==> config.mk <==
export PLATFORM = sky130hd
export DESIGN_NAME = bfw_column_cell
export DESIGN_NICKNAME = d
export VERILOG_FILES = /design/src/rtl/bfw_pkg.sv /design/src/rtl/bfw_column_cell.sv
export SDC_FILE = /design/constraint.sdc
export NUM_CORES = 1
export LEC_CHECK = 0
export ABC_AREA = 0
export ABC_CLOCK_PERIOD_IN_PS = 800
export BUFFER_PORTS_ARGS = -buffer_cell sky130_fd_sc_hd__buf_4
export CAP_MARGIN = 40
export CORE_AREA = 2 2 186 188
export DETAILED_ROUTE_END_ITERATION = 6
export DIE_AREA = 0 0 188 190
export MAX_ROUTING_LAYER = met4
export PLACE_DENSITY = 0.52
export SETUP_SLACK_MARGIN = 0.3
export SYNTH_ARGS = -nofsm -noshare
export SYNTH_HDL_FRONTEND = slang
export SYNTH_SLANG_ARGS = --single-unit
==> constraint.sdc <==
create_clock -name i_clk -period 0.8 [get_ports i_clk]
set_input_delay 0.08 -clock i_clk [delete_from_list [all_inputs] [get_ports i_clk]]
set_output_delay 0.08 -clock i_clk [all_outputs]
set_load 0.01 [all_outputs]
==> src/rtl/bfw_pkg.sv <==
// ---------------------------------------------------------------------------
// bfw_pkg
// Shared types, constants and the exponential weight table of the
// streaming bilateral filter.
// ---------------------------------------------------------------------------
`default_nettype none

package bfw_pkg;

    localparam int MAX_RADIUS    = 7;
    localparam int MAX_WIDTH     = 4096;
    localparam int MAX_HEIGHT    = 4096;
    localparam int PIXEL_BITS    = 16;
    localparam int EXP_DEPTH     = 1024;
    localparam int WIN           = 2 * MAX_RADIUS + 1;
    localparam int LINES         = 2 * MAX_RADIUS;
    localparam int COL_BITS      = $clog2(MAX_WIDTH);
    localparam int ROW_BITS      = $clog2(MAX_HEIGHT);
    localparam int WIN_BITS      = $clog2(WIN);
    localparam int RAD_BITS      = 3;
    localparam int DIM_BITS      = 13;
    localparam int KS_BITS       = 16;
    localparam int KR_BITS       = 24;
    localparam int CFG_BITS      = 24;
    localparam int EXP_IDX_BITS  = $clog2(EXP_DEPTH);
    localparam int EXP_SPAN_BITS = 12;
    localparam int WT_BITS       = 17;
    localparam int DIST2_BITS    = 7;
    localparam int WSUM_BITS     = 25;
    localparam int PSUM_BITS     = 40;
    localparam int QUOT_BITS     = 17;

    // table step 16/EXP_DEPTH in Q32
    localparam longint unsigned EXP_STEP_Q32 = (64'd16 << 32) / EXP_DEPTH;

    // square of the full-scale sample, 65535 * 65535
    localparam logic [31:0] PIX_SQ_MAX = 32'hFFFE_0001;

    typedef logic [PIXEL_BITS-1:0] t_pix;
    typedef t_pix [WIN-1:0]        t_column;
    typedef t_pix [LINES-1:0]      t_lines;
    typedef logic [WT_BITS-1:0]    t_wt;
    typedef t_wt                   t_exp_rom [EXP_DEPTH];

    typedef enum logic [2:0] {
        CFG_FRAME_WIDTH  = 3'd0,
        CFG_FRAME_HEIGHT = 3'd1,
        CFG_RADIUS       = 3'd2,
        CFG_SPATIAL_COEF = 3'd3,
        CFG_RANGE_COEF   = 3'd4
    } t_cfg_idx;

    typedef enum logic [2:0] {
        ST_IDLE,
        ST_LOAD,
        ST_TAPS,
        ST_DRAIN,
        ST_DIV,
        ST_OUT
    } t_state;

    // one window tap handed to the weight pipeline
    typedef struct packed {
        logic                  valid;
        t_pix                  tap;
        t_pix                  centre;
        logic [DIST2_BITS-1:0] dist2;
    } t_tap_req;

    // weighted tap leaving the weight pipeline
    typedef struct packed {
        logic                          valid;
        t_wt                           wt;
        logic [WT_BITS+PIXEL_BITS-1:0] prod;
    } t_wt_out;

    // long division for building the table, floored quotient
    function automatic longint unsigned div_u64(longint unsigned num,
                                                longint unsigned den);
        longint unsigned quo;
        longint unsigned rem;
        quo = '0;
        rem = '0;
        for (int b = 63; b >= 0; b--) begin
            rem = {rem[62:0], num[b]};
            if (rem >= den) begin
                rem    = rem - den;
                quo[b] = 1'b1;
            end
        end
        return quo;
    endfunction

    // exp(-16*i/EXP_DEPTH) in Q16, built from a Q32 step value
    function automatic t_exp_rom exp_rom_build();
        t_exp_rom          rom;
        longint unsigned   one;
        longint unsigned   h;
        longint unsigned   t;
        longint unsigned   e;
        longint unsigned   q;
        one = 64'd1 << 32;
        h   = EXP_STEP_Q32;
        t   = one;
        e   = one;
        q   = one;
        for (int k = 1; k <= 10; k++) begin
            t = div_u64((t * h) >> 32, longint'(k));
            if (k % 2 == 1) begin
                e = e - t;
            end else begin
                e = e + t;
            end
        end
        for (int i = 0; i < EXP_DEPTH; i++) begin
            rom[i] = WT_BITS'((q + 64'd32768) >> 16);
            q = (q * e + (64'd1 << 31)) >> 32;
        end
        return rom;
    endfunction

endpackage

`default_nettype wire

==> src/rtl/bfw_column_cell.sv <==
// ---------------------------------------------------------------------------
// bfw_column_cell
// One column of the filter window; takes the column of its right
// neighbor on every new sample.
// ---------------------------------------------------------------------------
`default_nettype none

module bfw_column_cell (
    input  wire logic             i_clk,
    input  wire logic             i_shift,
    input  wire bfw_pkg::t_column i_col,
    output bfw_pkg::t_column      o_col
);

    bfw_pkg::t_column r_col;

    // column shift toward the left
    always_ff @(posedge i_clk) begin
        if (i_shift) begin
            r_col <= i_col;
        end
    end

    assign o_col = r_col;

endmodule

`default_nettype wire

Word-level counts from Yosys, hierarchy flattened. Index checks and enable logic that the tools add are counted.

Bits of input ports: 242. Output and inout bits: 240. Word-level logic and storage cells: 15. Register bits after elaboration: 240.

Longest topological paths before layout. Gate-level depths: netlist of run 1.

Depth in word-level cells: 0. Gate-level depth with buffers: 0.

Worst setup path before layout of run 1. OpenSTA, ideal clock, no wires.

Path type: reg-to-output. Start: reg r_col (netlist bit o_col[0]). End: out o_col[0] in the netlist's numbering. Required time: 0.720 ns. Cell stages (with the launch flop): 1. Data arrival time: 0.394 ns. Path slack: 0.326 ns. Cell sequence: edfxtp_1.

RTL lines: start: declaration (line bfw_column_cell.sv:15) `bfw_pkg::t_column r_col;`; start signal: assignment (line bfw_column_cell.sv:20) `r_col <= i_col;`; end: declaration (line bfw_column_cell.sv:12) `output bfw_pkg::t_column o_col`.

No word-level cell between the ends.

Final worst setup path of run 1.
Start: reg r_col (netlist bit o_col[179]). End: out o_col[179] in the netlist's numbering.

No word-level cell between the ends.

==> results.cfg, run 1 <==
[cts]
hold_buffers = 240
htree_levels = 1
cts_setup_buffers = 0
ctsLongestPathBuffers = 3
numCtsBuffers = 26
clkTransAtPathRegs_ps = 60
cts_tree = done
clock-sinks = 240
clock-root-buffer = clkbuf_16

[timing]
setup_violations = 240
period_needed_ps = 1170
tightest_slew_ps = 179
whs_ps = -40.8
relSlewSlack_pct = 88.0
worst_slack_ps = -366
drv_slew = 0
hold_violations = 3
fmax_mhz = 857
fin_crit_sh_pct = 146
grt_setup_unrepaired = true

[flow_run]
maxCapViolations = 0

[detailed_routing]
first_pass_iters = 4
drc = 0
via_per_inst = 3.69
drt-initial-drc-count = 157
wl_per_cell_um = 15.9
routed_wl_um = 23800
ant_nets = 0
num_vias = 5515

[finish]
regArea_um2 = 7210
nFillCells = 2818
drive_gt1_share_pct = 52.7
nMultiInputCombCells = 0
area_growth_pct = 119
fin_util_pct = 46.4
multi_input_area_um2 = 0
final_nets = 1261
largest_register_ffs = 240

[synth]
ys.flop_type = edfxtp_1
synthArstFlopShare_pct = 0
synth_commonest_cells = edfxtp_1 (240)
syn_area_um2 = 7210
synth_edf_count = 240
ys_seq_elements = 240
synth_cell_types = 1
synth-seq-area-share_pct = 100
synth_most_common_cell = edfxtp_1
synthCells = 240
synth.area.top_cells = edfxtp_1 (100%)
synth_top_area_share_pct = 100
yosys.area.top_type = edfxtp_1
synth_nets = 482
ys_warn_count = 0
syn_avg_cell_area_um2 = 30.0

[global_route]
grt_pass1_vias = 6073
grt_usage_pct = 12.6
grt_pass1_wl_um = 33300
antenna_found_initial = 4
grt_max_degree = 23
grt-ovfl-total = 0

[floorplan]
die_x_um = 188
pin_count = 482
start_util_pct = 21.2
placeableCoreArea_um2 = 33900
dieArea_um2 = 35700
row_count = 68
fp.dieH_um = 190

[critical_path]
path_buf_inv = 1
end_kind = primary output
crit_chain = buf_6
arrival_ps = 1090
crit_required_ps = 720
setup.worst_path.start_class = flip-flop
critPathMaxFanout = 1
crit_path_top_delay_cell = edfxtp_1
cp_top_family = flip-flops
critPathKind = flip-flop to primary output
slowest_delay_ps = 410

[power]
p_int_mw = 24.8
powerDensity_nw_per_um2 = 2010
p_leak_nw = 6.51
ir_drop_mv = 1.52
clock_power_share_pct = 35.7
power_frac_comb_pct = 15.6
switching_share_pct = 21.6
seqPwrFrac_pct = 48.7
power.switching_mw = 6.83

[hold_path]
min_from = i_shift
min_path_type = input port to flip-flop
hold-path-cell-count = 2
hold_path_end = o_col[219]

[status]
failed_checks = hold timing, setup timing
status = finished with violations

[place]
pre_cts_ws_ps = -53.2
place.gp.congestion = 0.767
dp.final_hpwl_um = 15900
portBuffers = 481
[worst max-delay path by stage]
| stage | start | cells after the start | to |
|---|---|---|---|
| CTS | o_col[20] | 1 | o_col[20] |
| finish | o_col[179] | 1 | o_col[179] |
| global route | o_col[85] | 1 | o_col[85] |
| detailed placement | i_shift | 3 | o_col[190] |
| global placement | i_shift | 3 | o_col[190] |
| floorplan | o_col[0] | 0 | o_col[0] |
[stage by stage]
step / setup TNS (ps) / cells / hold slack [ps] / total power, mW / instance area (um2)
3_5_place_dp: -5970 / 1206 / 259 / 19.0 / 11700
5_1_grt: -90330 / 1496 / -59.9 / 32.9 / 15800
2_1_floorplan: 0 / 240 / 179 / 16.0 / 7210
6_report: -78530 / 1496 / -40.8 / 31.7 / 15800
3_3_place_gp: -5140 / 1206 / 258 / 18.9 / 11700
4_1_cts: -86690 / 1492 / -68.5 / 31.9 / 15500
[layer usage]
layer	routed length (um)	GRT usage (%)
met1	7830	12.2
met2	12900	22.7
met3	2300	4.74
met4	743	5.09
met5	0	-
[layout by cell type (no fill, tap or decap), drive strengths merged]
master	instances
bufinv	2
dlygate4sd3	240
clkinv	12
clkinvlp	1
buf	511
edfxtp	240
clkbuf	31
diode	4
[power by group through the flow]
| stage | logic [mW] | registers, mW | clock network, mW |
|---|---|---|---|
| final | 4.93 | 15.4 | 11.3 |
| after global routing | 5.19 | 15.5 | 12.1 |
| after CTS | 4.78 | 15.4 | 11.7 |
| after global placement | 3.45 | 15.5 | 0 |
| after floorplan | 0 | 16.0 | 0 |
| after detailed placement | 3.45 | 15.5 | 0 |
[layout make-up]
type	count	share of cell area, %
repair buffers	751	45.5
clock buffers	31	4.25
clock inverters	15	0.841
diodes	4	0.0635
well taps	455	3.61
flip-flops and latches	240	45.7
[repair_timing]
action                     4_1_cts  5_1_grt
pin swaps                        0        0
hold endpoints to repair       243        3
setup endpoints to repair      240      240
gates resized for setup        153       65
[kinds of logic (layout without fill, tap and decap cells)]
group                  count (synthesis)  in the layout  share of synthesized area (%)
buffers and inverters                  0            797                              0
flip-flops                           240            240                            100
other                                  0              4                              0
(Power assumes the default switching activity.)
==> run 2, diff against run 1 <==
Settings changed: BUFFER_PORTS_ARGS -buffer_cell sky130_fd_sc_hd__buf_4 to -buffer_cell sky130_fd_sc_hd__buf_2.
==> results.cfg, run 2 (same netlist as run 1, synthesis figures left out) <==
[status]
status = finished with violations
failed_checks = setup timing

[finish]
final_common_cell = buf_2
multi_input_area_um2 = 0
drive_gt1_share_pct = 52.1
largest_register_ffs = 240
area_growth_pct = 89.5
nMultiInputCombCells = 0
fin_util_pct = 40.2
final_nets = 1251
nFillCells = 3100
final_cells = 1480
regArea_um2 = 7210
final_cell_mix = buf_2 (468), dlygate4sd3_1 (240), edfxtp_1 (240)

[critical_path]
crit_chain = buf_6
critPathKind = flip-flop to primary output
crit_start = o_col[182]
cp_top_family = flip-flops
crit_path_top_delay_cell = edfxtp_1
end_kind = primary output
slowest_delay_ps = 420
crit_cells = 1
crit_required_ps = 720
critPathMaxFanout = 1
setup.worst_path.start_class = flip-flop
path_buf_inv = 1
arrival_ps = 1100

[timing]
setup_violations = 240
relSlewSlack_pct = 81.7
fin_crit_sh_pct = 148
grt_setup_unrepaired = true
worst_slack_ps = -384
hold_violations = 0
whs_ps = 78.0
period_needed_ps = 1180
fmax_mhz = 845
drv_slew = 0
tightest_slew_ps = 274

[floorplan]
row_count = 68
die_x_um = 188
dieArea_um2 = 35700
pin_count = 482
start_util_pct = 21.2
placeableCoreArea_um2 = 33900
fp.dieH_um = 190

[power]
powerDensity_nw_per_um2 = 2200
ir_drop_mv = 1.71
p_total_mw = 30.1
p_leak_nw = 5.77

[global_route]
grt_max_degree = 34
grt_pass1_wl_um = 32200
antenna_found_initial = 3
grt-ovfl-total = 0
grt_pass1_vias = 5883
grt_usage_pct = 12.2

[place]
pre_cts_ws_ps = -149
dp.final_hpwl_um = 14800
portBuffers = 481
place.gp.congestion = 0.768
placed_cells = 1196

[cts]
clock-root-buffer = clkbuf_16
clkTransAtPathRegs_ps = 60
ctsLongestPathBuffers = 3
numCtsBuffers = 26
cts_tree = done
clock-sinks = 240
htree_levels = 1

[detailed_routing]
routed_wl_um = 22400
drc = 0
ant_nets = 0
first_pass_iters = 4
drt-initial-drc-count = 238
via_per_inst = 3.64
num_vias = 5384
wl_per_cell_um = 15.1

[hold_path]
min_path_type = input port to flip-flop
hold-path-cell-count = 2
hold_path_end = o_col[224]
min_from = i_shift

[flow_run]
maxCapViolations = 0
run 2: changes by cell type in the layout (fill, tap and decap cells not counted), sizes merged:
cell	before	now
inv	0	1
clkbuf	31	32
clkinvlp	1	0
clkinv	12	6
buf	511	501
diode	4	3
run 2: power by group:
part	switching (mW)	leakage [nW]	total [mW]	internal (mW)
Combinational	1.59	3.03	3.53	1.93
Clock	4.64	0.383	11.4	6.72
Sequential	0.244	2.35	15.2	14.9
run 2: cell type report:
| cell class | instances | share of cell area (%) |
|---|---|---|
| clock buffers | 32 | 5.08 |
| flip-flops and latches | 240 | 52.8 |
| repair buffers | 741 | 37.2 |
| diodes | 3 | 0.0550 |
| well taps | 455 | 4.17 |
| clock inverters | 9 | 0.705 |
run 2: stage by stage:
stage	instance area, um2	setup TNS (ps)
floorplan	7210	0
finish	13700	-76280
global route	13700	-89340
detailed placement	10400	-25370
CTS	13600	-85390
global placement	10400	-24220
run 2: per-layer routing:
| layer | global-route usage, % | share of wire [%] |
|---|---|---|
| met1 | 12.2 | 35 |
| met2 | 21.8 | 52 |
| met3 | 4.17 | 9.4 |
| met4 | 4.97 | 3.1 |
| met5 | - | 0 |
run 2: worst max-delay path by stage:
stage / end / slack (ps)
6_report: o_col[182] / -380
5_1_grt: o_col[182] / -440
4_1_cts: o_col[182] / -420
3_5_place_dp: o_col[53] / -150
3_3_place_gp: o_col[16] / -140
2_1_floorplan: o_col[0] / 330
run 2: what timing repair did:
item                                    4_1_cts  5_1_grt
setup buffers                                 0        0
hold buffers                                240        0
gates cloned                                  0        0
resized for setup                             4       14
endpoints found under the setup margin      240      240
endpoints found under the hold margin       240        0
