### src/rtl/bfw_pkg.sv
// ---------------------------------------------------------------------------
// bfw_pkg
// Shared types, constants and the exponential weight table of the
// streaming bilateral filter.
// ---------------------------------------------------------------------------
`default_nettype none

package bfw_pkg;

    localparam int MAX_RADIUS    = 7;
    localparam int MAX_WIDTH     = 4096;
    localparam int MAX_HEIGHT    = 4096;
    localparam int PIXEL_BITS    = 16;
    localparam int EXP_DEPTH     = 1024;
    localparam int WIN           = 2 * MAX_RADIUS + 1;
    localparam int LINES         = 2 * MAX_RADIUS;
    localparam int COL_BITS      = $clog2(MAX_WIDTH);
    localparam int ROW_BITS      = $clog2(MAX_HEIGHT);
    localparam int WIN_BITS      = $clog2(WIN);
    localparam int RAD_BITS      = 3;
    localparam int DIM_BITS      = 13;
    localparam int KS_BITS       = 16;
    localparam int KR_BITS       = 24;
    localparam int CFG_BITS      = 24;
    localparam int EXP_IDX_BITS  = $clog2(EXP_DEPTH);
    localparam int EXP_SPAN_BITS = 12;
    localparam int WT_BITS       = 17;
    localparam int DIST2_BITS    = 7;
    localparam int WSUM_BITS     = 25;
    localparam int PSUM_BITS     = 40;
    localparam int QUOT_BITS     = 17;

    // table step 16/EXP_DEPTH in Q32
    localparam longint unsigned EXP_STEP_Q32 = (64'd16 << 32) / EXP_DEPTH;

    // square of the full-scale sample, 65535 * 65535
    localparam logic [31:0] PIX_SQ_MAX = 32'hFFFE_0001;

    typedef logic [PIXEL_BITS-1:0] t_pix;
    typedef t_pix [WIN-1:0]        t_column;
    typedef t_pix [LINES-1:0]      t_lines;
    typedef logic [WT_BITS-1:0]    t_wt;
    typedef t_wt                   t_exp_rom [EXP_DEPTH];

    typedef enum logic [2:0] {
        CFG_FRAME_WIDTH  = 3'd0,
        CFG_FRAME_HEIGHT = 3'd1,
        CFG_RADIUS       = 3'd2,
        CFG_SPATIAL_COEF = 3'd3,
        CFG_RANGE_COEF   = 3'd4
    } t_cfg_idx;

    typedef enum logic [2:0] {
        ST_IDLE,
        ST_LOAD,
        ST_TAPS,
        ST_DRAIN,
        ST_DIV,
        ST_OUT
    } t_state;

    // one window tap handed to the weight pipeline
    typedef struct packed {
        logic                  valid;
        t_pix                  tap;
        t_pix                  centre;
        logic [DIST2_BITS-1:0] dist2;
    } t_tap_req;

    // weighted tap leaving the weight pipeline
    typedef struct packed {
        logic                          valid;
        t_wt                           wt;
        logic [WT_BITS+PIXEL_BITS-1:0] prod;
    } t_wt_out;

    // long division for building the table, floored quotient
    function automatic longint unsigned div_u64(longint unsigned num,
                                                longint unsigned den);
        longint unsigned quo;
        longint unsigned rem;
        quo = '0;
        rem = '0;
        for (int b = 63; b >= 0; b--) begin
            rem = {rem[62:0], num[b]};
            if (rem >= den) begin
                rem    = rem - den;
                quo[b] = 1'b1;
            end
        end
        return quo;
    endfunction

    // exp(-16*i/EXP_DEPTH) in Q16, built from a Q32 step value
    function automatic t_exp_rom exp_rom_build();
        t_exp_rom          rom;
        longint unsigned   one;
        longint unsigned   h;
        longint unsigned   t;
        longint unsigned   e;
        longint unsigned   q;
        one = 64'd1 << 32;
        h   = EXP_STEP_Q32;
        t   = one;
        e   = one;
        q   = one;
        for (int k = 1; k <= 10; k++) begin
            t = div_u64((t * h) >> 32, longint'(k));
            if (k % 2 == 1) begin
                e = e - t;
            end else begin
                e = e + t;
            end
        end
        for (int i = 0; i < EXP_DEPTH; i++) begin
            rom[i] = WT_BITS'((q + 64'd32768) >> 16);
            q = (q * e + (64'd1 << 31)) >> 32;
        end
        return rom;
    endfunction

endpackage

`default_nettype wire

### src/rtl/bfw_divider.sv
// ---------------------------------------------------------------------------
// bfw_divider
// Shift-and-subtract divider, one quotient bit per cycle, for the
// normalized filter output.
// ---------------------------------------------------------------------------
`default_nettype none

module bfw_divider (
    input  wire logic                               i_clk,
    input  wire logic                               i_rst_n,
    input  wire logic                               i_start,
    input  wire logic [bfw_pkg::PSUM_BITS:0]        i_num,
    input  wire logic [bfw_pkg::WSUM_BITS-1:0]      i_den,
    output logic                                    o_done,
    output logic [bfw_pkg::QUOT_BITS-1:0]           o_quot
);

    localparam int R_BITS = bfw_pkg::PSUM_BITS + 2;
    localparam int C_BITS = $clog2(bfw_pkg::QUOT_BITS);

    logic                            r_busy;
    logic                            r_done;
    logic [C_BITS-1:0]               r_cnt;
    logic [R_BITS-1:0]               r_rem;
    logic [bfw_pkg::WSUM_BITS-1:0]   r_den;
    logic [bfw_pkg::QUOT_BITS-1:0]   r_quot;
    logic [R_BITS-1:0]               den_sh;
    logic                            fits;

    always_comb begin
        den_sh = R_BITS'(r_den) << r_cnt;
        fits   = r_rem >= den_sh;
    end

    // control
    always_ff @(posedge i_clk) begin
        if (!i_rst_n) begin
            r_busy <= 1'b0;
            r_done <= 1'b0;
            r_cnt  <= '0;
        end else begin
            r_done <= 1'b0;
            if (i_start) begin
                r_busy <= 1'b1;
                r_cnt  <= C_BITS'(bfw_pkg::QUOT_BITS - 1);
            end else if (r_busy) begin
                if (r_cnt == '0) begin
                    r_busy <= 1'b0;
                    r_done <= 1'b1;
                end else begin
                    r_cnt <= r_cnt - 1'b1;
                end
            end
        end
    end

    // remainder and quotient bits
    always_ff @(posedge i_clk) begin
        if (i_start) begin
            r_rem  <= R_BITS'(i_num);
            r_den  <= i_den;
            r_quot <= '0;
        end else if (r_busy) begin
            if (fits) begin
                r_rem <= r_rem - den_sh;
            end
            r_quot[r_cnt[C_BITS-1:0]] <= fits;
        end
    end

    assign o_done = r_done;
    assign o_quot = r_quot;

endmodule

`default_nettype wire

### config.mk
export PLATFORM = sky130hd
export DESIGN_NAME = bfw_divider
export DESIGN_NICKNAME = d
export VERILOG_FILES = /design/src/rtl/bfw_pkg.sv /design/src/rtl/bfw_divider.sv
export SDC_FILE = /design/constraint.sdc
export NUM_CORES = 1
export LEC_CHECK = 0
export BUFFER_PORTS_ARGS = -buffer_cell sky130_fd_sc_hd__buf_2
export CORE_AREA = 2 2 119 121
export DETAILED_ROUTE_END_ITERATION = 10
export DIE_AREA = 0 0 121 123
export GPL_ROUTABILITY_DRIVEN = 0
export HOLD_SLACK_MARGIN = 0.06
export PLACE_DENSITY = 0.76
export SKIP_CTS_REPAIR_TIMING = 1
export SLEW_MARGIN = 0
export SYNTH_ARGS = -nofsm -noshare
export SYNTH_HDL_FRONTEND = slang
export SYNTH_SLANG_ARGS = --single-unit
export TNS_END_PERCENT = 100
### constraint.sdc
create_clock -name i_clk -period 13.8 [get_ports i_clk]
set_clock_uncertainty 0.05 [all_clocks]
set_input_delay 1.38 -clock i_clk [delete_from_list [all_inputs] [get_ports i_clk]]
set_output_delay 1.38 -clock i_clk [all_outputs]
set_load 0.02 [all_outputs]
### Word-level counts from Yosys, hierarchy flattened

Cells that the tools add are included.
W data, S select, Z words.

| storage, ports and cells | value |
|---|---|
| flip-flop bits (word level) | 91 |
| bits of input ports | 69 |
| output and inout bits | 18 |
| logic and storage cells | 41 |

| cells by class | value |
|---|---|
| add/subtract/negate cells | 2 |
| $lt $le $gt $ge | 3 |
| equal/unequal tests | 1 |
| shifts and indexed selects | 1 |
| mux-type cells | 13 |
| bitwise operators | 3 |
| reductions and logical operators | 10 |

Operator list:

| cell | count |
|---|---|
| $mux W41 | 3 |
| $ge A42 B42 Y1 | 1 |
| $shl A25 B5 Y42 | 1 |
| $sub A42 B42 Y42 | 1 |
| $bwmux W17 | 1 |
| $mux W5 | 3 |
| $reduce_and A2 Y1 | 4 |
| $lt A5 B6 Y1 const B | 1 |
| $demux W1 S5 | 1 |
| $ge A5 B1 Y1 const B | 1 |
| $logic_not A5 Y1 | 1 |
| $mux W1 | 5 |
| $sub A5 B1 Y5 const B | 1 |
| $reduce_bool A2 Y1 | 2 |
| $not A1 Y1 | 3 |
| $reduce_or A3 Y1 | 1 |
| $ne A2 B2 Y1 const B | 1 |
| $reduce_or A2 Y1 | 1 |
| $logic_and A1 B1 Y1 | 1 |

### Depth between registers and ports, before layout

Gate-level depths: netlist (run 1).

| depth | value |
|---|---|
| depth after elaboration | 5 |
| depth in mapped cells | 22 |
| gate-level depth less buffers | 18 |

### Worst setup path before layout (run 1)

Ideal clock, no wire load.

| timing path | value |
|---|---|
| path type | flip-flop to flip-flop |
| from | reg r_cnt[1] |
| to | reg r_rem[0] (enable) |
| setup time | 399 ps |
| arrival time | 4452 ps |
| data required time | 13351 ps |
| setup slack | 8899 ps |
| cell stages (with the launch flop) | 20 |
| path buffers | 4 |
| clock period less this slack | 4901 ps |
| path through | dfxtp_1 -> clkbuf_1 -> clkbuf_1 -> mux4_2 -> mux2i_1 -> nand2_1 -> o21ai_0 -> nor2_1 -> a21oi_1 -> ha_1 -> buf_2 -> nand4_1 -> or2_1 -> or3_4 -> o21bai_2 -> and3b_1 -> a21oi_2 -> buf_6 -> nand2_1 -> nand2_1 |

| on the way | value |
|---|---|
| longest elaborated chain between the ends | 4 |

Ends and longest elaborated chain:

| what | line | text |
|---|---|---|
| from (decl) | bfw_divider.sv:23 | `logic [C_BITS-1:0] r_cnt;` |
| from (signal assigned) | bfw_divider.sv:45 | `r_cnt <= C_BITS'(bfw_pkg::QUOT_BITS - 1);` |
| from (signal assigned) | bfw_divider.sv:51 | `r_cnt <= r_cnt - 1'b1;` |
| $shl A25 B5 Y42 | bfw_divider.sv:31 | `den_sh = R_BITS'(r_den) << r_cnt;` |
| $ge A42 B42 Y1 | bfw_divider.sv:32 | `fits = r_rem >= den_sh;` |
| $reduce_bool A2 Y1 (no source line) | n/a |  |
| $reduce_and A2 Y1 (no source line) | n/a |  |
| to (signal assigned) | bfw_divider.sv:60 | `r_rem <= R_BITS'(i_num);` |
| to (signal assigned) | bfw_divider.sv:65 | `r_rem <= r_rem - den_sh;` |
| to (decl) | bfw_divider.sv:24 | `logic [R_BITS-1:0] r_rem;` |

No other way between the ends.
A chain may end at the register's enable or synchronous reset.

### Final worst setup path (run 1)

| timing path | value |
|---|---|
| from | reg r_cnt[1] |
| to | reg r_rem[12] (enable) |

Same word-level chain as after synthesis.

==> results.md, run 1 <==
- Slew Limit Fails: 0
- Row cnt: 43
- Vias per inst: 6.019
- DP Wirelength: 14350 um
- Period utilization: 45.43%
- Synthesized area per cell: between 8 and 9 um2
- Unrepaired setup endpoints after global routing: no
- Lkg Pwr: 3.343 nW
- Slew margin rel.: a little under a quarter
- Most numerous cell in the Yosys netlist: nand2_1
- Worst Reg-to-Reg Cells: 18
- DRC: 0
- Total negative slack: 0 ns
- Synth cell count leaders: 136 x nand2_1, 76 x nor2_1, 72 x a21oi_1, 66 x edfxtp_1, 55 x o21ai_0
- CTS max path bufs: 2
- Die Wd: roughly 120 um
- Worst vdd ir: 108.6 uV
- CP Data Required Time: 13.74 ns
- Antenna viol nets, final: 0
- Top area cells in the synthesized netlist: edfxtp_1 26%, ha_1 7.8%, nand2_1 6.8%
- Critical path startpoint: r_cnt[1]$_SDFFE_PP0P_
- Most Frequent Cell on Critical Path: nand2_1
- EDFF count, synth: 66
- DR vias: between 6k and 7k
- Worst reg2reg setup slack: ~7.5 ns
- Share of layout cells above drive strength 1: 17.19%
- Root buf cell: clkbuf_16
- GR peak layer: met2
- Final min period: 6.269 ns
- Critical path endpoint category: register
- Endpoints failing hold: 0
- GR Overflow Total: 0
- Die ar.: 14880 um2
- #FFs+latches synth: 91
- CTS tree: built
- I/O Buffers: 86
- RR Startpoint: r_cnt[1]$_SDFFE_PP0P_
- Initial Util: between 50 and 60%
- I/O pin total: 87
- Routing usage on met2: 42.87%
- Worst-path cell chain: inv_1, o31ai_1, nor2_1, a21oi_1, mux2_2, inv_1, a22oi_1, ha_1, and3_1, nand2_1, nor4_1, nand4_1, o21bai_2, and3b_1, a21oi_2, nand2_1, nand2_1, buf_4
- Core ar.: 13610 um2
- Fmax achieved: approximately 160 MHz
- Status: finished clean
- All-Layer GR Usage: 26.82%
- Grt met3 use: 5.397%
- CP Class: reg -> reg
- Setup WS post-layout: 7.531 ns
- Critical path startpoint category: register
- R2r endpoint: r_rem[12]$_DFFE_PP_
- Setup crit end: r_rem[12]$_DFFE_PP_
- Met1 Usage GRT: 36.40%
- DR pass1 iterations: 5
- Max Cap Violations: 0
- CTS clock-pin slew for the worst setup and hold paths: 0.06 ns
- Worst-Margin Slew: 1.146 ns
- Number of diodes: 0
- Ys flop type: edfxtp_1
- Hold_sp: o_quot[11]$_SDFFE_PP0P_
- Pwr per Cell Area: 183.4 nW/um2
- Async set or reset register ratio after synthesis: 0%
- Htree depth: 3
- Seq/Total Area, Yosys: 32.95%
- Sink Count: 91
- Initial antenna violation count: 0
- Post-synth top area cell: edfxtp_1
- Cts bufs inserted: 9
- Clk Latency, worst-skew pair: between 0.3 and 0.4 ns
- Cell area after synthesis: about 7500 um2
- Worst path arrival time: 6.21 ns
- Warnings, synthesis: 0
- Die Height: 123 um
- DR iter-0 viols: 830
- Vias in the first global route: 6194
- Mapped Nets: 993
- Pre-CTS WS: around 7.7 ns
- Fin nets: 1043
- Hold WC Path Type: reg -> reg
- Worst path max stage delay: 1.08 ns
- Largest net degree at the start of global routing: 78
- CP max FO: 41
- WL final: 19180 um
- Area Overhead vs Synth: 9.515%
- First-pass GRT wire length: ~31000 um
- Yosys cell types: 81
- Wire length per cell: around 17 um
- Final Setup Violations: 0
- Crit-path slowest cell: dfxtp_1
- Mapped Cells: a little under 900
- Area share of the largest cell type after synthesis: 26.30%
-- cell families after synthesis --
group	synth area share [%]
buffers and inverters	4.749
adders and majority gates	8.070
muxes	8.618
DFF	32.95
xor gates and xnor gates	4.533
AOI/OAI and AO/OA	20.59
and+or+nand+nor	20.49
-- layout by cell type, fill, tap and decap left out, types with 17 or more instances in the layout --
master / count
xnor2_1: 22
dfxtp_1: 24
a21oi_1: 72
xor2_1: 17
nor2_1: 76
nand2_1: 136
buf_2: 85
ha_1: 47
inv_1: 27
edfxtp_1: 66
nor3_1: 29
o21ai_0: 55
mux2i_1: 30
-- final cells by class --
class	count	area, um2
clock buffer	10	229.0
clock inverter	6	55.05
fill	1227	5360
inverter	29	108.9
multi-input combinational	706	4695
sequential	91	2484
tap	180	225.2
timing repair buffer	89	455.4
-- power breakdown --
group	switching (mW)	leakage, nW	total, mW	internal (mW)
clock	0.108	0.144	0.247	0.139
sequential	0.0341	0.859	0.412	0.378
combinational	0.516	2.34	0.853	0.338
total	0.658	3.34	1.51	0.855
-- how the worst min path moves through the flow --
stage                                    endpoint  slack [ns]  cells past startpoint
after floorplan                 o_done$_SDFF_PP0_        0.53                      2
after global placement    o_quot[11]$_SDFFE_PP0P_        0.43                      2
after detailed placement  o_quot[11]$_SDFFE_PP0P_        0.43                      2
after CTS                 o_quot[11]$_SDFFE_PP0P_        0.45                      2
after global routing       o_quot[8]$_SDFFE_PP0P_        0.47                      2
final                     o_quot[11]$_SDFFE_PP0P_        0.44                      2
-- worst max-delay path, delay by kind of cell, from the launching register on --
kind / cells / cell delay, ns
flops: 1 / 1.08
simple gates: 8 / 1.43
mux: 1 / 0.19
buf+inv: 3 / 1.08
fa+ha+maj: 1 / 0.28
compound gates: 5 / 1.74
-- sequential cells by signal, summed over array words and instances (netlist names) --
name and cells:
r_busy 1, r_cnt 5, o_quot 17, r_rem 42, o_done 1, r_den 25
-- routing by layer --
metal | vias up | wire length [um]
met5 | - | 0
met4 | 0 | 552
met3 | 48 | 1297
met2 | 265 | 8658
met1 | 3057 | 8668
li1 | 3317 | -
-- per-stage QoR --
| stage | util [%] | area (um2) | power [mW] | cells | hold slack [ns] |
|---|---|---|---|---|---|
| 3_3_place_gp | 58.53 | 7968 | 1.240 | 1095 | 0.4289 |
| 5_1_grt | 60.62 | 8252 | 1.630 | 1111 | 0.4747 |
| 4_1_cts | 60.62 | 8252 | 1.501 | 1111 | 0.4499 |
| 3_5_place_dp | 58.53 | 7968 | 1.246 | 1095 | 0.4312 |
| 6_report | 60.62 | 8252 | 1.513 | 1111 | 0.4423 |
| 2_1_floorplan | - | 7535 | 1.087 | 876 | 0.5284 |
Power figures use the tool's default switching activity.
==> run 2, diff against run 1 <==
--- a/config.mk
+++ b/config.mk
@@ -6,9 +6,9 @@
 export NUM_CORES = 1
 export LEC_CHECK = 0
 export BUFFER_PORTS_ARGS = -buffer_cell sky130_fd_sc_hd__buf_2
-export CORE_AREA = 2 2 119 121
+export CORE_AREA = 2 2 122 124
 export DETAILED_ROUTE_END_ITERATION = 10
-export DIE_AREA = 0 0 121 123
+export DIE_AREA = 0 0 124 126
 export GPL_ROUTABILITY_DRIVEN = 0
 export HOLD_SLACK_MARGIN = 0.06
 export PLACE_DENSITY = 0.76
==> constraint.sdc (replaced) <==
create_clock -name i_clk -period 5.3 [get_ports i_clk]
set_clock_uncertainty 0.05 [all_clocks]
set_input_delay 0.53 -clock i_clk [delete_from_list [all_inputs] [get_ports i_clk]]
set_output_delay 0.53 -clock i_clk [all_outputs]
set_load 0.02 [all_outputs]
==> results.md, run 2 (synthesis results as in run 1) <==
- Status: finished clean
- Core ar.: 14310 um2
- Endpoints failing hold: 0
- Root buf cell: clkbuf_16
- Hold_sp: i_den[1]
- Routing usage on met2: 41.73%
- Worst Reg-to-Reg Cells: 17
- Clk Latency, worst-skew pair: 0.36 ns
- First-pass GRT wire length: roughly 32000 um
- Antenna viol nets, final: 0
- DP Wirelength: approximately 15000 um
- Most frequent cells in the layout: 136 x nand2_1, 85 x buf_2, 76 x nor2_1
- Number of diodes: 0
- Slew Limit Fails: 0
- Period utilization: between 90 and 100%
- Logic pwr share: 56.4%
- Vias per inst: around 6
- Met1 Usage GRT: between 30% and 40%
- Switching part of the total: around 43%
- Post-Layout Cell Count: 1127
- CTS clock-pin slew for the worst setup and hold paths: about 0.070 ns
- Fmax achieved: 204.7 MHz
- Die ar.: 15620 um2
- DR pass1 iterations: 6
- Dpl cells: 1111
- Worst path arrival time: 4.88 ns
- Worst reg2reg setup slack: 0.42 ns
- WHS Endpoint: r_den[1]$_DFFE_PP_
- CTS tree: built
- Critical path endpoint category: register
- Grt met3 use: 3.714%
- Die Wd: 124 um
- Area Overhead vs Synth: 11.21%
- Unrepaired setup endpoints after global routing: no
- Row cnt: 44
- Cts bufs inserted: 9
- Slew margin rel.: 33.80%
- Hold WC Path Type: in -> reg
- DR iter-0 viols: 596
- RR Startpoint: r_cnt[0]$_SDFFE_PP0P_
- Worst vdd ir: 258.0 uV
- Clk pwr share: between 10% and 20%
- DRC: 0
- Switching Power: roughly 1.7 mW
- Lkg Pwr: 3.419 nW
- Max Cap Violations: 0
- Share of layout cells above drive strength 1: between 15 and 20%
- Int Pwr: 2.272 mW
- CTS max path bufs: 2
- Largest reg by FF count: r_rem
- I/O Buffers: 86
- GR peak layer: met2
- CP max FO: 20
- CP Class: reg -> reg
- Worst-Margin Slew: 0.9854 ns
- R2r endpoint: r_rem[3]$_DFFE_PP_
- Die Height: 126 um
- Htree depth: 3
- Sink Count: 91
- Initial antenna violation count: 0
- GR Overflow Total: 0
- Final Setup Violations: 0
- Final min period: between 4 and 5 ns
- Max FFs per register: 42
- Min-Delay Path Depth: 1
- Wire length per cell: 17.47 um
- Flop pwr share: 26.6%
- DR vias: 6747
- Initial Util: between 50% and 60%
- Largest net degree at the start of global routing: 90
- All-Layer GR Usage: 26.23%
- I/O pin total: 87
- Total negative slack: 0 ns
- Fin nets: 1055
- WL final: 19690 um
- Critical path startpoint category: register
- Vias in the first global route: 6409
- Most common cell after layout, fill and taps aside: nand2_1
- CP Data Required Time: 5.30 ns
- Pwr per Cell Area: roughly 480 nW/um2
-- run 2: cell count changes in the layout (fill, tap and decap cells not counted), sizes merged --
cell,before,now
buf,89,101
bufinv,1,0
clkbuf,10,12
clkinv,5,2
inv,29,31
-- run 2: power groups by stage --
| stage | Combinational [mW] | Clock (mW) | Sequential [mW] |
|---|---|---|---|
| floorplan | 1.79 | 0 | 1.04 |
| detailed placement | 2.19 | 0 | 1.08 |
| global placement | 2.18 | 0 | 1.07 |
| global route | 2.51 | 0.712 | 1.08 |
| finish | 2.26 | 0.681 | 1.07 |
| CTS | 2.22 | 0.687 | 1.06 |
-- run 2: layout make-up --
class,instances,area (um2)
clock inverter,4,27.53
tap,184,230.2
sequential,91,2484
multi-input combinational,706,4695
inverter,29,108.9
timing repair buffer,101,545.5
fill,1319,5934
clock buffer,12,289.0
-- run 2: worst max path at each step --
stage               slack, ns  cells past startpoint             endpoint                   from
global placement         0.56                     17   r_rem[3]$_DFFE_PP_  r_cnt[0]$_SDFFE_PP0P_
finish                   0.42                     17   r_rem[3]$_DFFE_PP_  r_cnt[0]$_SDFFE_PP0P_
detailed placement       0.53                     17   r_rem[3]$_DFFE_PP_  r_cnt[0]$_SDFFE_PP0P_
global route             0.11                     19  r_rem[13]$_DFFE_PP_  r_cnt[0]$_SDFFE_PP0P_
floorplan                0.40                     19   r_rem[0]$_DFFE_PP_  r_cnt[1]$_SDFFE_PP0P_
CTS                      0.50                     17  r_rem[13]$_DFFE_PP_  r_cnt[0]$_SDFFE_PP0P_
-- run 2: per-stage QoR --
stage	instance area [um2]	utilization, %	hold slack [ns]	setup WS, ns	total power, mW
2_1_floorplan	7535	-	0.5284	0.3988	2.831
3_3_place_gp	8063	56.33	0.4207	0.5602	3.250
3_5_place_dp	8063	56.33	0.4341	0.5303	3.268
4_1_cts	8379	58.54	0.2831	0.5045	3.968
5_1_grt	8379	58.54	0.2852	0.1116	4.300
6_report	8379	58.54	0.2910	0.4158	4.011
-- run 2: worst max-delay path, stage by stage, from the launching register on --
cell and delay, ns:
dfxtp_2 0.65, buf_4 0.25, mux4_2 0.51, mux2i_1 0.23, mux2_2 0.19, inv_1 0.06, a22oi_1 0.30, ha_1 0.29
and3_1 0.24, nand2_1 0.07, nor4_1 0.47, nand4_1 0.22, o21bai_2 0.20, and3b_1 0.21, a21oi_2 0.15, nand2_1 0.07
nand2_1 0.13, buf_4 0.28
-- run 2: layer usage --
metal / routed length (um) / share of wire, %
met1: 8892 / 45
met2: 9112 / 46
met3: 1271 / 6.5
met4: 413 / 2.1
met5: 0 / 0
==> run 3, diff against run 2 <==
--- a/config.mk
+++ b/config.mk
@@ -6,9 +6,9 @@
 export NUM_CORES = 1
 export LEC_CHECK = 0
 export BUFFER_PORTS_ARGS = -buffer_cell sky130_fd_sc_hd__buf_2
-export CORE_AREA = 2 2 122 124
+export CORE_AREA = 2 2 119 121
 export DETAILED_ROUTE_END_ITERATION = 10
-export DIE_AREA = 0 0 124 126
+export DIE_AREA = 0 0 121 123
 export GPL_ROUTABILITY_DRIVEN = 0
 export HOLD_SLACK_MARGIN = 0.06
 export PLACE_DENSITY = 0.76
==> constraint.sdc (replaced) <==
create_clock -name i_clk -period 4.86 [get_ports i_clk]
set_clock_uncertainty 0.05 [all_clocks]
set_input_delay 0.486 -clock i_clk [delete_from_list [all_inputs] [get_ports i_clk]]
set_output_delay 0.486 -clock i_clk [all_outputs]
set_load 0.02 [all_outputs]
==> results.md, run 3 (synthesis results as in run 1) <==
- DR pass1 iterations: 7
- DR vias: 6746
- Most frequent cells in the layout: 135 x nand2_1, 85 x buf_2, 76 x nor2_1
- Initial antenna violation count: 0
- Sink Count: 91
- Status: finished clean
- Die Wd: 121 um
- Wire length per cell: 17.06 um
- Final Setup Violations: 0
- Total negative slack: 0 ns
- Clk Latency, worst-skew pair: approximately 0.37 ns
- CTS max path bufs: 2
- All-Layer GR Usage: 27.03%
- Die ar.: 14880 um2
- Largest net degree at the start of global routing: 49
- Slew Limit Fails: 0
- I/O Buffers: 86
- Worst-path cell chain: buf_4, buf_4, mux4_2, mux2i_1, mux2_2, inv_1, a22oi_1, ha_1, a21oi_1, o21a_1, a21bo_2, a221o_2, nor2_2, o311ai_1, a21oi_1, xor2_1, o21ai_1
- Vias per inst: about 6
- Htree depth: 3
- Period utilization: 94.64%
- WL final: 19210 um
- Largest reg by FF count: r_rem
- Critical path startpoint category: register
- Area after DPL: 8108 um2
- I/O pin total: 87
- Crit-path slowest cell: a221o_2
- Vias in the first global route: 6338
- Area Overhead vs Synth: 11.28%
- Post-layout util: roughly 62%
- Antenna viol nets, final: 0
- Met1 Usage GRT: 36.37%
- Root buf cell: clkbuf_16
- Pwr per Cell Area: between 500 and 600 nW/um2
- Slew margin rel.: 54.30%
- Worst vdd ir: 256.8 uV
- Unrepaired setup endpoints after global routing: no
- Worst path max stage delay: about 0.4 ns
- DP Wirelength: 14760 um
- CTS clock-pin slew for the worst setup and hold paths: 0.07 ns
- CP Class: reg -> reg
- CP Data Required Time: 4.92 ns
- Worst-Margin Slew: between 0.6 and 0.7 ns
- FILL cells: 1188
- Fin nets: 1058
- WHS: 0.2445 ns
- Crit path max-delay family: compound AO/OA/AOI/OAI gates
- Share of layout cells above drive strength 1: 18.71%
- Row cnt: 43
- CTS tree: built
- Most common cell after layout, fill and taps aside: nand2_1
- Post-route cell area: 8384 um2
- Worst path arrival time: 4.66 ns
- Critical path endpoint category: register
- Cts bufs inserted: 9
- DRC: 0
- GR Overflow Total: 0
- Core ar.: between 10000 and 15000 um2
- Die Height: about 120 um
- Initial Util: 55.35%
- Hold WC Path Type: in -> reg
- Grt met3 use: under 10%
- First-pass GRT wire length: 31310 um
- CP Buf/Inv Count: 3
- DR iter-0 viols: 731
- Number of diodes: 0
- Max FFs per register: 42
- Fmax achieved: 217.4 MHz
- Endpoints failing hold: 0
- CP max FO: 23
- GR peak layer: met2
- Routing usage on met2: 42.66%
- Final min period: 4.600 ns
- Max Cap Violations: 0
- Lkg Pwr: 3.414 nW
==> run 3: final timing paths <==
path	startpoint	endpoint	slack, ns	depth (start not counted)
worst min register to register	o_quot[11]$_SDFFE_PP0P_	o_quot[11]$_SDFFE_PP0P_	0.46	2
worst min-delay path	i_den[0]	r_den[0]$_DFFE_PP_	0.24	1
worst max-delay path	r_cnt[1]$_SDFFE_PP0P_	r_rem[38]$_DFFE_PP_	0.26	17
worst max register to register	r_cnt[1]$_SDFFE_PP0P_	r_rem[38]$_DFFE_PP_	0.26	17
==> run 3: power breakdown <==
part / switching [mW] / total [mW] / internal [mW]
logic: 1.49 / 2.47 / 0.988
registers: 0.0837 / 1.16 / 1.07
clock network: 0.327 / 0.680 / 0.352
total: 1.90 / 4.31 / 2.41
==> run 3: cell type report <==
type,instances,area (um2),share of cell area (%)
Clock buffer,10,229.0,2.731
Tap cell,180,225.2,2.686
Clock inverter,6,47.55,0.5671
Multi-Input combinational cell,706,4697,56.02
Sequential cell,91,2484,29.62
Timing Repair Buffer,104,593.1,7.074
Inverter,29,108.9,1.298
==> run 3: per-stage QoR <==
step           cells  power [mW]  setup slack [ns]
2_1_floorplan    876       3.087            0.3329
3_3_place_gp    1110       3.570            0.3417
3_5_place_dp    1110       3.585            0.3150
4_1_cts         1126       4.280            0.2747
5_1_grt         1126       4.620           0.02332
6_report        1126       4.310            0.2604
==> run 3: layer usage <==
metal | wire length, um | up-vias | share of wire [%]
met3 | 1283 | 37 | 6.7
met1 | 8519 | 3137 | 44
met5 | 0 | - | 0
met4 | 717 | 0 | 3.7
met2 | 8693 | 251 | 45
li1 | - | 3321 | -
==> run 3: worst register-to-register path, stage by stage, from the launching register on <==
cell and delay [ns]:
dfxtp_1 0.38, buf_4 0.30, buf_4 0.21, mux4_2 0.31, mux2i_1 0.22, mux2_2 0.19, inv_1 0.05, a22oi_1 0.34
ha_1 0.37, a21oi_1 0.24, o21a_1 0.19, a21bo_2 0.24, a221o_2 0.41, nor2_2 0.26, o311ai_1 0.14, a21oi_1 0.20
xor2_1 0.18, o21ai_1 0.07
